## src/sv/rbs_pkg.sv

```systemverilog
package rbs_pkg;

	localparam int COORD_W = 32;
	localparam int DIFF_W = COORD_W + 1;
	localparam int VEL_W = 48;
	localparam int QUEUE_DEPTH = 2;
	localparam logic [31:0] SMOOTHING_SQ_RESET = 32'd16777;
	localparam logic signed [VEL_W-1:0] SAT_MAX = 48'sh7FFF_FFFF_FFFF;
	localparam logic signed [VEL_W-1:0] SAT_MIN = 48'sh8000_0000_0000;

	typedef struct packed {
		logic signed [DIFF_W-1:0]  dx;
		logic signed [DIFF_W-1:0]  dy;
		logic signed [DIFF_W-1:0]  dz;
		logic signed [COORD_W-1:0] wx;
		logic signed [COORD_W-1:0] wy;
		logic signed [COORD_W-1:0] wz;
		logic                      first;
		logic                      last;
	} item_t;

endpackage

```

## src/sv/rbs_front.sv

```systemverilog
module rbs_front
	import rbs_pkg::*;
(
	input  logic                      clk,
	input  logic                      arst_n,
	input  logic                      push,
	output logic                      full,
	input  logic signed [COORD_W-1:0] target_x,
	input  logic signed [COORD_W-1:0] target_y,
	input  logic signed [COORD_W-1:0] target_z,
	input  logic signed [COORD_W-1:0] src_x,
	input  logic signed [COORD_W-1:0] src_y,
	input  logic signed [COORD_W-1:0] src_z,
	input  logic signed [COORD_W-1:0] weight_x,
	input  logic signed [COORD_W-1:0] weight_y,
	input  logic signed [COORD_W-1:0] weight_z,
	input  logic                      first_source,
	input  logic                      last_source,
	output logic                      item_valid,
	output item_t                     item,
	input  logic                      item_ready
);

	logic  valid_s1;
	item_t item_s1;
	logic  take;

	assign full = valid_s1 && !item_ready;
	assign take = push && !full;
	assign item_valid = valid_s1;
	assign item = item_s1;

	always_ff @(posedge clk or negedge arst_n) begin
		if (!arst_n) begin
			valid_s1 <= 1'b0;
		end else if (take) begin
			valid_s1 <= 1'b1;
		end else if (item_ready) begin
			valid_s1 <= 1'b0;
		end
	end

	always_ff @(posedge clk) begin
		if (take) begin
			item_s1.dx    <= {target_x[COORD_W-1], target_x} - {src_x[COORD_W-1], src_x};
			item_s1.dy    <= {target_y[COORD_W-1], target_y} - {src_y[COORD_W-1], src_y};
			item_s1.dz    <= {target_z[COORD_W-1], target_z} - {src_z[COORD_W-1], src_z};
			item_s1.wx    <= weight_x;
			item_s1.wy    <= weight_y;
			item_s1.wz    <= weight_z;
			item_s1.first <= first_source;
			item_s1.last  <= last_source;
		end
	end

endmodule

```

## config.mk

```make
export PLATFORM = sky130hd
export DESIGN_NAME = rbs_front
export DESIGN_NICKNAME = d
export VERILOG_FILES = /design/src/sv/rbs_pkg.sv /design/src/sv/rbs_front.sv
export SDC_FILE = /design/constraint.sdc
export NUM_CORES = 1
export LEC_CHECK = 0
export BUFFER_PORTS_ARGS = -buffer_cell sky130_fd_sc_hd__buf_2
export CAP_MARGIN = 20
export CORE_AREA = 5 5 187 189
export CTS_CLUSTER_DIAMETER = 30
export DETAILED_ROUTE_END_ITERATION = 8
export DIE_AREA = 0 0 192 194
export GPL_TIMING_DRIVEN = 0
export SKIP_LAST_GASP = 1
export SLEW_MARGIN = 25
export SYNTH_ARGS = -nofsm -noshare
export SYNTH_HDL_FRONTEND = slang
export SYNTH_SLANG_ARGS = --single-unit
```

## constraint.sdc

```tcl
create_clock -name clk -period 8.65 [get_ports clk]
set_input_delay 1.2975 -clock clk [delete_from_list [all_inputs] [get_ports clk]]
set_output_delay 1.2975 -clock clk [all_outputs]
set_load 0.01 [all_outputs]
```

==> out/metrics.csv <==
metric;value;unit
postCtsResizedCells;0;
synth_seq_cells;198;
htree_num_levels;4;
fmax;0.272;GHz
place_area;0.0144;mm²
seq_area;0.00594;mm²
synthCells;984;
drc;0;
drt_iter0_markers;351;
hold_ws;550;ps
numClockSinks;198;
p_switching;791;µW
crit_fanout;5;
seq_area_frac_synth;52.9;%
drive_gt1_share;36.6;%
layout.cell_area.non_filler;0.0150;mm²
wl_per_cell;17.5;µm
grt_pass1_vias;9357;
nets;1892;
worstRegToRegCells;4;
portBuffers;492;
intPower;1830;µW
switching_share;30.2;%
yosysUniqueCellTypes;74;
vias;9357;
drv_cap;0;
ir_worst_vdd;0.129;mV
antenna_found_initial;8;
coreArea;0.0331;mm²
die_x;192;µm
final_cell_mix;buf_2, edfxtp_1, inv_1;
holdBufCountCts;0;
die_area;0.0372;mm²
syn_nets;1377;
setup-tns-final;0;ps
pwr-share-comb;24.0;%
ys_async_sr_fraction;0.505;%
multi_input_comb_area;0.00478;mm²
regToRegSetupSlack;6820;ps
tritoncts;built;
syn2layout_area_growth;33.1;%
wl;34400;µm
synth_top_flop_cell;edfxtp_1;
hpwl;28700;µm
min_path_cells;2;
slew_viol_final;0;
ys_warn_count;0;
slew_headroom;60.5;%
num_rows;67;
hp-class;flop to flop;
drtPass1Iterations;5;
post-route-min-period;3670;ps
viasPerCell;4.77;
netlist_area;0.0112;mm²
start_util;33.9;%
cts_max_path_buffers;2;
finalCritPeriodShare;42.5;%
fin_skew;11.1;ps
worstPathArrival;3890;ps
synth-edff-count;197;
drtAntennaViolNets;0;
leakage;0.00705;µW
rsz0062_at_grt;no;
syn_area_per_cell;11.4;µm²
grt_usage;17.9;%
cts_made_buffers;17;
clock_latency;450;ps
utilization;45.2;%
clockPowerShare;30.7;%
die_h;194;µm
endpoint_kind;flop;
place_congestion;0.844;
cts.clk_slew.worst_paths;80;ps
finalSetupViolCount;0;
crit_type;primary input to flop;
cts_root_buf;clkbuf_16;
worstPathRequired;8860;ps
grt_max_degree;52;
finalHoldViolCount;0;
io_pins;493;
fillCellCount;3231;
final_common_cell;buf_2;
worstMarginPinSlew;587;ps
status;complete, no violations;
cts_setup_buffers;0;
grt_pass1_wl;51500;µm
p_seq_share;45.3;%
grt-ovfl-total;0;
power_density;175;mW/mm²
start_kind;primary input;
[cell type report]
type	instances	share of cell area [%]
Buffer	13	0.343
Clock inverter	14	1.05
Timing Repair Buffer	496	17.1
Tap cell	448	3.75
Multi-Input combinational cell	648	31.9
Antenna cell	3	0.0502
Sequential cell	198	39.7
Clock buffer	18	2.87
Inverter	125	3.14
[synthesized netlist by cell type, types with 26 or more instances]
master | instances | share of area [%]
ha_1 | 96 | 11
nor2_1 | 58 | 1.9
edfxtp_1 | 197 | 53
a21oi_1 | 74 | 3.3
nand2_1 | 38 | 1.3
nand3_1 | 30 | 1.3
xor2_1 | 27 | 2.1
a21o_1 | 44 | 2.9
o21ai_0 | 26 | 1.2
xnor2_1 | 48 | 3.7
inv_1 | 125 | 4.2
[state kept, by name, summed over array words and instances (netlist names)]
name and flops:
item 197, item_valid 1
[logic make-up after synthesis]
family,synth area share [%]
AO/OA/AOI/OAI,15.1
XOR/XNOR,5.85
adder cells (fa/ha/maj),11.2
buffers and inverters,4.63
flip-flops,52.9
multiplexers,0.278
AND/OR/NAND/NOR,10.0
[power by group through the flow]
stage	Clock [µW]	Sequential, µW	Combinational [µW]
after detailed placement	0	1210	633
after CTS	830	1190	636
final	804	1190	628
after global routing	871	1200	700
after floorplan	0	1260	340
after global placement	0	1230	618
[metal layers]
layer / GRT usage [%] / share of wire (%) / wire, µm
met1: 20.7 / 39 / 13500
met2: 31.6 / 50 / 17200
met3: 5.47 / 8.8 / 3030
met4: 5.49 / 1.8 / 623
met5: 0 / 0.13 / 45
[worst max-delay path, stage by stage]
cell and delay (ps):
buf_2 120, inv_1 60, ha_1 340, a21o_1 210
a211oi_1 210, a21oi_1 140, nor3_1 330, or3_1 180
nand3_1 150, o31ai_1 540, and3_1 260, nor3_1 50
[through the flow]
stage / setup slack [ps] / power [µW] / cells
after floorplan: 2150 / 1600 / 984
after global placement: -129 / 1840 / 1924
after detailed placement: 4470 / 1840 / 1928
after CTS: 4970 / 2660 / 1960
after global routing: 4700 / 2770 / 1963
final: 4980 / 2620 / 1963
[worst paths after layout]
path	end	start
min in group asynchronous	item_valid	arst_n
hold / removal	item_valid	item_valid
setup reg to reg	item[179]	item_valid
hold reg to reg	item_valid	item_valid
setup / recovery	item[129]	src_z[6]
max in group asynchronous	item_valid	arst_n
(Power assumes the default switching activity.)
