`src/sv/rbs_pkg.sv`:
```
package rbs_pkg;

	localparam int COORD_W = 32;
	localparam int DIFF_W = COORD_W + 1;
	localparam int VEL_W = 48;
	localparam int QUEUE_DEPTH = 2;
	localparam logic [31:0] SMOOTHING_SQ_RESET = 32'd16777;
	localparam logic signed [VEL_W-1:0] SAT_MAX = 48'sh7FFF_FFFF_FFFF;
	localparam logic signed [VEL_W-1:0] SAT_MIN = 48'sh8000_0000_0000;

	typedef struct packed {
		logic signed [DIFF_W-1:0]  dx;
		logic signed [DIFF_W-1:0]  dy;
		logic signed [DIFF_W-1:0]  dz;
		logic signed [COORD_W-1:0] wx;
		logic signed [COORD_W-1:0] wy;
		logic signed [COORD_W-1:0] wz;
		logic                      first;
		logic                      last;
	} item_t;

endpackage

```
`src/sv/rbs_fifo.sv`:
```
module rbs_fifo
	import rbs_pkg::*;
(
	input  logic  clk,
	input  logic  arst_n,
	input  logic  wr_valid,
	output logic  wr_ready,
	input  item_t wr_data,
	output logic  rd_valid,
	input  logic  rd_take,
	output item_t rd_data
);

	localparam int AW = (QUEUE_DEPTH > 1) ? $clog2(QUEUE_DEPTH) : 1;

	item_t         mem_q [QUEUE_DEPTH];
	logic [AW-1:0] wr_ptr_q;
	logic [AW-1:0] rd_ptr_q;
	logic [AW:0]   count_q;
	logic          wr_en;
	logic          rd_en;

	assign wr_ready = (count_q != (AW+1)'(QUEUE_DEPTH));
	assign rd_valid = (count_q != '0);
	assign wr_en = wr_valid && wr_ready;
	assign rd_en = rd_take && rd_valid;
	assign rd_data = mem_q[rd_ptr_q];

	always_ff @(posedge clk or negedge arst_n) begin
		if (!arst_n) begin
			wr_ptr_q <= '0;
			rd_ptr_q <= '0;
			count_q <= '0;
		end else begin
			if (wr_en) begin
				wr_ptr_q <= (wr_ptr_q == AW'(QUEUE_DEPTH - 1)) ? '0 : wr_ptr_q + 1'b1;
			end
			if (rd_en) begin
				rd_ptr_q <= (rd_ptr_q == AW'(QUEUE_DEPTH - 1)) ? '0 : rd_ptr_q + 1'b1;
			end
			if (wr_en && !rd_en) begin
				count_q <= count_q + 1'b1;
			end else if (rd_en && !wr_en) begin
				count_q <= count_q - 1'b1;
			end
		end
	end

	always_ff @(posedge clk) begin
		if (wr_en) begin
			mem_q[wr_ptr_q] <= wr_data;
		end
	end

endmodule

```
`config.mk`:
```
export PLATFORM = sky130hd
export DESIGN_NAME = rbs_fifo
export DESIGN_NICKNAME = d
export VERILOG_FILES = /design/src/sv/rbs_pkg.sv /design/src/sv/rbs_fifo.sv
export SDC_FILE = /design/constraint.sdc
export NUM_CORES = 1
export LEC_CHECK = 0
export ABC_AREA = 1
export BUFFER_PORTS_ARGS = -buffer_cell sky130_fd_sc_hd__clkbuf_2
export CAP_MARGIN = 20
export CORE_MARGIN = 2
export CORE_UTILIZATION = 30
export DETAILED_ROUTE_END_ITERATION = 7
export PLACE_DENSITY = 0.47
export SKIP_CTS_REPAIR_TIMING = 1
export SLEW_MARGIN = 5
export SYNTH_ARGS = -nofsm -noshare
export SYNTH_HDL_FRONTEND = slang
export SYNTH_SLANG_ARGS = --single-unit
```
`constraint.sdc`:
```
create_clock -name clk -period 22.7 [get_ports clk]
set_clock_uncertainty 0.1 [all_clocks]
set_input_delay 3.405 -clock clk [delete_from_list [all_inputs] [get_ports clk]]
set_output_delay 3.405 -clock clk [all_outputs]
set_load 0.03 [all_outputs]
```
==> results by group, run 1 <==
Route
  • Avg Vias per Cell: roughly 4.3
  • Vias: 9033
  • Routed WL: roughly 36000 um
  • Residual DRC: 0
  • DRT antenna net count: 0
  • WL per Instance: 16.8 um
  • DRT Pass-1 Iters: 4
  • DRT iter0 DRCs: 450

Timing
  • Hold Vio Cnt, Final: 0
  • Period minus WS final: 6.76 ns
  • Slew margin rel.: 37.4%
  • RSZ-0062 raised after global routing: no
  • Final setup fails: 0
  • Pins Over Slew Limit: 0
  • Fmax: around 150 MHz
  • Worst Tran Pin Value: around 0.94 ns
  • Setup_tns: 0 ns
  • Final period util: 29.8%

Logic synthesis
  • Adder-cell share of the synthesized area: 0.0859%
  • Average size of a mapped cell: about 14 um^2
  • Main combinational cell family by area after synthesis: simple AND/OR/NAND/NOR gates
  • Simple-Gate Fraction of Synth Area: 15.6%
  • Syn Nets: 1259
  • Register area share after synthesis: roughly four fifths
  • Number of synthesized register bits: 398
  • XOR/XNOR Fraction of Synth Area: 0.120%
  • Synth Area in Compound Gates: 0%
  • Mux contribution to synthesized area: 0%
  • Syn Inst Count: roughly 1100
  • Synth warn: 0
  • Post-synthesis cell area: 14600 um^2
  • Cell variety after synth: 15

Worst setup path
  • Crit path depth: 5
  • Critical Path AT: 3.26 ns
  • Max stage delay on crit path: around 0.74 ns
  • Most frequent cell on the critical path: nand2_1
  • Peak fanout along the critical path: 70
  • Delay-heaviest family, CP: buffers and inverters
  • Buffers & Inverters on Critical Path: 3
  • Required @ worst endpoint: around 19 ns
  • Worst setup EP type: output port
  • R2R cell count: 6
  • Worst path cell trace: inv_6, buf_4, nand2_1, nand2_1, clkbuf_2
  • CP max stage cell: dfrtp_4
  • Nature of the critical path startpoint: flop
  • Critical path class: flop to output port

Power
  • Clock power share: 23.3%
  • Internal power: approximately 0.0016 W
  • Power Total: ~0.0027 W
  • Comb power frac: 37.9%
  • PwrDens: 148 nW/um^2
  • Sw Pwr: 0.00113 W
  • Peak supply drop: 74.2 uV
  • Sequential power share: between 30 and 40%
  • Leak: between 7 and 8 nW
  • Sw frac: approximately two fifths

Global route
  • First-pass GRT wire length: roughly 52000 um
  • Congestion Overflow GR: 0
  • Vias in the first global route: just under 9000
  • All-Layer GR Usage: 13.7%
  • Initial antenna violation count: 2
  • Largest net degree at the start of global routing: 72

Layout
  • Nets: 1673
  • Area grow syn2layout: 26.5%
  • Share of post-route cells with drive strength above 1: 31.2%
  • Commonest non-fill, non-tap cell in the layout: nand2_1
  • Commonest cells after routing, fill and taps aside: 601 x nand2_1, 399 x clkbuf_2, 394 x edfxtp_1, 45 x clkbuf_16, 14 x clkbuf_1

Floorplanning
  • Die Area: 50300 um^2
  • Core Area: 47800 um^2
  • IO Pins: 400
  • Chip height: 224 um
  • Number of cell rows: 80
  • Initial Util: a little under a third
  • Die width: 224 um

Status
  • Status: complete, no violations

Min path
  • WHS Path Cells: 1
  • Min-delay worst type: flop to flop

Job
  • Max_cap viols: 0

Clock network
  • Root Driver: clkbuf_16
  • Max clock buf depth: 3
  • Clk sinks: roughly 400
  • Worst skew pair latency: 0.55 ns
  • Inserted Clock Buffers: 44
  • CTS clk-pin slew, worst paths: 0.05 ns
  • CTS tree: yes
  • CTS H-tree depth: 2

Placement
  • IO buf count: 399
  • Final HPWL DP: about 23000 um
  • Placer Congestion: 0.763
==> worst register-to-register path, cell delays in order (launching register included) <==
cell	delay, ns
dfrtp_1	0.38
inv_1	0.08
nand2_1	0.13
nand2_1	0.20
nor2_4	0.14
buf_4	0.52
buf_4	0.78
==> layer usage <==
metal	GRT usage (%)	vias up	routed length, um
met1	17.9	4260	15600
met2	20.9	312	16000
met4	4.23	4	651
met5	0	-	32
met3	5.29	48	3350
li1	-	4409	-
==> final cells by class <==
cell class	instances	area, um^2
fillers	4630	29400
flip-flops and latches	398	11900
multi-input cells	609	2320
repair buffers	411	2090
clock buffers	59	1180
well taps	615	769
clock inverters	18	92.6
inverters	7	31.3
diodes	2	5.00
==> registers in the layout (all words and copies together), names as in the netlist <==
signal / flops
count_q: 2
rd_ptr_q: 1
mem_q: 394
wr_ptr_q: 1
==> synthesized netlist by cell type <==
| cell | instances | area share, % |
|---|---|---|
| buf_2 | 19 | 0.65 |
| buf_4 | 6 | 0.31 |
| buf_6 | 12 | 0.93 |
| clkbuf_1 | 6 | 0.15 |
| dfrtp_1 | 4 | 0.69 |
| edfxtp_1 | 394 | 81 |
| ha_1 | 1 | 0.086 |
| inv_1 | 6 | 0.15 |
| inv_4 | 1 | 0.043 |
| nand2_1 | 601 | 15 |
| nand3_1 | 2 | 0.069 |
| nand4_1 | 1 | 0.043 |
| nor2_1 | 2 | 0.052 |
| xnor2_1 | 1 | 0.060 |
| xor2_1 | 1 | 0.060 |
==> final timing paths <==
check	start	to	slack [ns]
max in group asynchronous	arst_n	rd_ptr_q	19.76
min	count_q[0]	count_q[0]	0.39
max reg2reg	count_q[0]	mem_q[0][115]	19.92
min in group asynchronous	arst_n	wr_ptr_q	2.57
max	rd_ptr_q	rd_data[133]	15.94
min reg2reg	count_q[0]	count_q[0]	0.39
==> power by group through the flow <==
stage / clock network, W / logic, W / registers (W)
global route: 0.000682 / 0.00112 / 0.00108
CTS: 0.000657 / 0.00106 / 0.00106
detailed placement: 0 / 0.00106 / 0.00108
global placement: 0 / 0.00106 / 0.00108
floorplan: 0 / 0.000737 / 0.00111
finish: 0.000636 / 0.00103 / 0.00106
==> cell families after synthesis <==
logic type    count (synthesis)
buf+inv                      50
xor+xnor                      2
flops                       398
simple gates                606
fa+ha+maj                     1
==> metrics by stage <==
| step | cell area, um^2 | cells | setup WS (ns) | hold slack (ns) | utilization [%] |
|---|---|---|---|---|---|
| 3_5_place_dp | 17100 | 2040 | 16.45 | 0.395 | 35.8 |
| 6_report | 18400 | 2119 | 15.94 | 0.394 | 38.5 |
| 4_1_cts | 18400 | 2117 | 15.80 | 0.402 | 38.5 |
| 2_1_floorplan | 14600 | 1057 | 10.15 | 0.362 | - |
| 3_3_place_gp | 17100 | 2040 | 16.47 | 0.385 | 35.8 |
| 5_1_grt | 18400 | 2117 | 15.69 | 0.441 | 38.5 |
No activity file was read; power rests on OpenSTA's default activity.
==> run 2, diff against run 1 <==
clock period = 6.3 ns   (was 22.7 ns; I/O delays follow)
==> run 2 against run 1 <==
Combinational power rose to 3.7 times the previous value. Core utilization about the same. Clock power grew to 3.6 times the previous value. Via count is 0.61% lower. Worst hold slack got worse by 0.30 ns. Register-to-register slack got worse by 16 ns. Worst setup slack got worse by 14 ns. Critical path depth unchanged.
==> results by group, run 2 (synthesis gave the netlist of run 1 again) <==
Power
  • Peak supply drop: between 200 and 300 uV
  • Leak: 7.87 nW
  • PwrDens: 536 nW/um^2

Layout
  • Max FFs per register: 394
  • Layout fillers: 4651
  • Design Area, Final: 18400 um^2
  • Commonest cells after routing, fill and taps aside: 601 x nand2_1, 399 x clkbuf_2, 394 x edfxtp_1, 45 x clkbuf_16, 14 x clkinv_1
  • Nets: 1669
  • Biggest regs: mem_q: 394 flops, count_q: 2 flops
  • Area grow syn2layout: 26.5%
  • Reg area: 11900 um^2
  • Multi-input combinational cell area: 2320 um^2
  • Share of post-route cells with drive strength above 1: between 30% and 40%
  • Commonest non-fill, non-tap cell in the layout: nand2_1
  • Reg with most FFs: mem_q
  • Final Util: just under 40%

Status
  • Status: complete, no violations

Placement
  • IO buf count: 399
  • Placed cell areas: 17200 um^2
  • Pre-CTS setup slack: roughly 2.8 ns
  • Placer Congestion: 0.742
  • Final HPWL DP: 22300 um

Global route
  • Vias in the first global route: 8890
  • Congestion Overflow GR: 0
  • First-pass GRT wire length: between 50000 and 60000 um
  • Largest net degree at the start of global routing: approximately 120
  • All-Layer GR Usage: 13.8%
  • Initial antenna violation count: 5

Floorplanning
  • Die Area: 50300 um^2
  • Chip height: 224 um
  • Number of cell rows: 80
  • Core Area: 47800 um^2
  • Initial Util: 30.4%
  • IO Pins: 400
  • Die width: between 200 and 250 um

Route
  • DRT antenna net count: 0
  • DRT Pass-1 Iters: 5
  • Residual DRC: 0
  • WL per Instance: 16.9 um
  • Vias: 8978
  • Avg Vias per Cell: 4.25
  • Routed WL: 35600 um
  • DRT iter0 DRCs: 427

Timing
  • Pins Over Slew Limit: 0
  • Final setup fails: 0
  • Worst Tran Pin Value: 1.04 ns
  • Final period util: 65.5%
  • Period minus WS final: 4.13 ns
  • Fmax: 242 MHz
  • Setup WS post-layout: 2.17 ns
  • Hold Vio Cnt, Final: 0
  • Slew margin rel.: 30.6%
  • Setup_tns: 0 ns
  • RSZ-0062 raised after global routing: no

Worst setup path
  • Worst setup EP type: output port
  • R2R cell count: 5
  • Required @ worst endpoint: 5.25 ns
  • Peak fanout along the critical path: ~100
  • RR Endpoint: mem_q[0][143]
  • Nature of the critical path startpoint: flop
  • Critical Path AT: ~3 ns
  • Critical path class: flop to output port
  • Most frequent cell on the critical path: nand2_1
  • CP max stage cell: dfrtp_4
  • R2R Path Start: count_q[0]
  • Max stage delay on crit path: approximately 0.71 ns
  • FF-to-FF setup slack: 3.81 ns
  • Worst path cell trace: inv_6, buf_12, nand2_1, nand2_1, clkbuf_2

Clock network
  • Worst skew pair latency: 0.55 ns
  • Root Driver: clkbuf_16
  • Clk sinks: 398
  • Max clock buf depth: 3
  • Inserted Clock Buffers: 44
  • CTS tree: yes
  • CTS clk-pin slew, worst paths: 0.06 ns
  • CTS H-tree depth: 2

Min path
  • Min-delay worst type: primary input to asynchronous set/reset pin

Job
  • Max_cap viols: 0
==> run 2: cell types whose count changed in the layout (fill, tap and decap cells not counted), sizes merged <==
cell | previous run | this run
clkbuf | 458 | 455
inv | 10 | 8
buf | 12 | 8
clkinv | 14 | 15
bufinv | 0 | 1
==> run 2: how the worst max path moves through the flow <==
stage,start,end,slack [ns],cells past startpoint
floorplan,wr_valid,mem_q[0][0],-0.47,2
global placement,rd_ptr_q,rd_data[182],2.77,5
detailed placement,rd_ptr_q,rd_data[182],2.76,5
CTS,rd_ptr_q,rd_data[182],2.16,5
global route,rd_ptr_q,rd_data[28],1.97,5
finish,rd_ptr_q,rd_data[28],2.17,5
==> run 2: through the flow <==
stage,hold WS [ns],power (W),cells
6_report,0.0947,0.00987,2112
5_1_grt,0.0672,0.0104,2111
4_1_cts,0.0543,0.0101,2110
3_5_place_dp,0.394,0.00770,2036
3_3_place_gp,0.390,0.00769,2036
2_1_floorplan,0.362,0.00654,1057
==> run 2: critical path: cells and delay by family, from the launching register on <==
kind | cells | cell delay [ns]
DFF | 1 | 0.71
and+or+nand+nor | 2 | 0.25
buffers and inverters | 3 | 1.24
==> run 2: cell type report <==
class                           count  area share, %
Antenna cell                        2         0.0271
Clock buffer                       56           6.33
Clock inverter                     18          0.577
Inverter                            7          0.170
Multi-Input combinational cell    609           12.6
Sequential cell                   398           64.7
Tap cell                          615           4.17
Timing Repair Buffer              407           11.4
==> run 2: power breakdown <==
part | internal, W | total [W] | switching (W)
sequential | 0.00363 | 0.00380 | 0.000172
combinational | 0.000829 | 0.00376 | 0.00293
clock | 0.00134 | 0.00232 | 0.000979
total | 0.00579 | 0.00987 | 0.00408
==> run 2: per-layer routing <==
metal / wire, um / up-vias / global-route usage, %
li1: - / 4394 / -
met1: 15900 / 4205 / 18.5
met2: 15300 / 311 / 20.4
met3: 3580 / 62 / 5.89
met4: 747 / 6 / 4.02
met5: 41 / - / 0
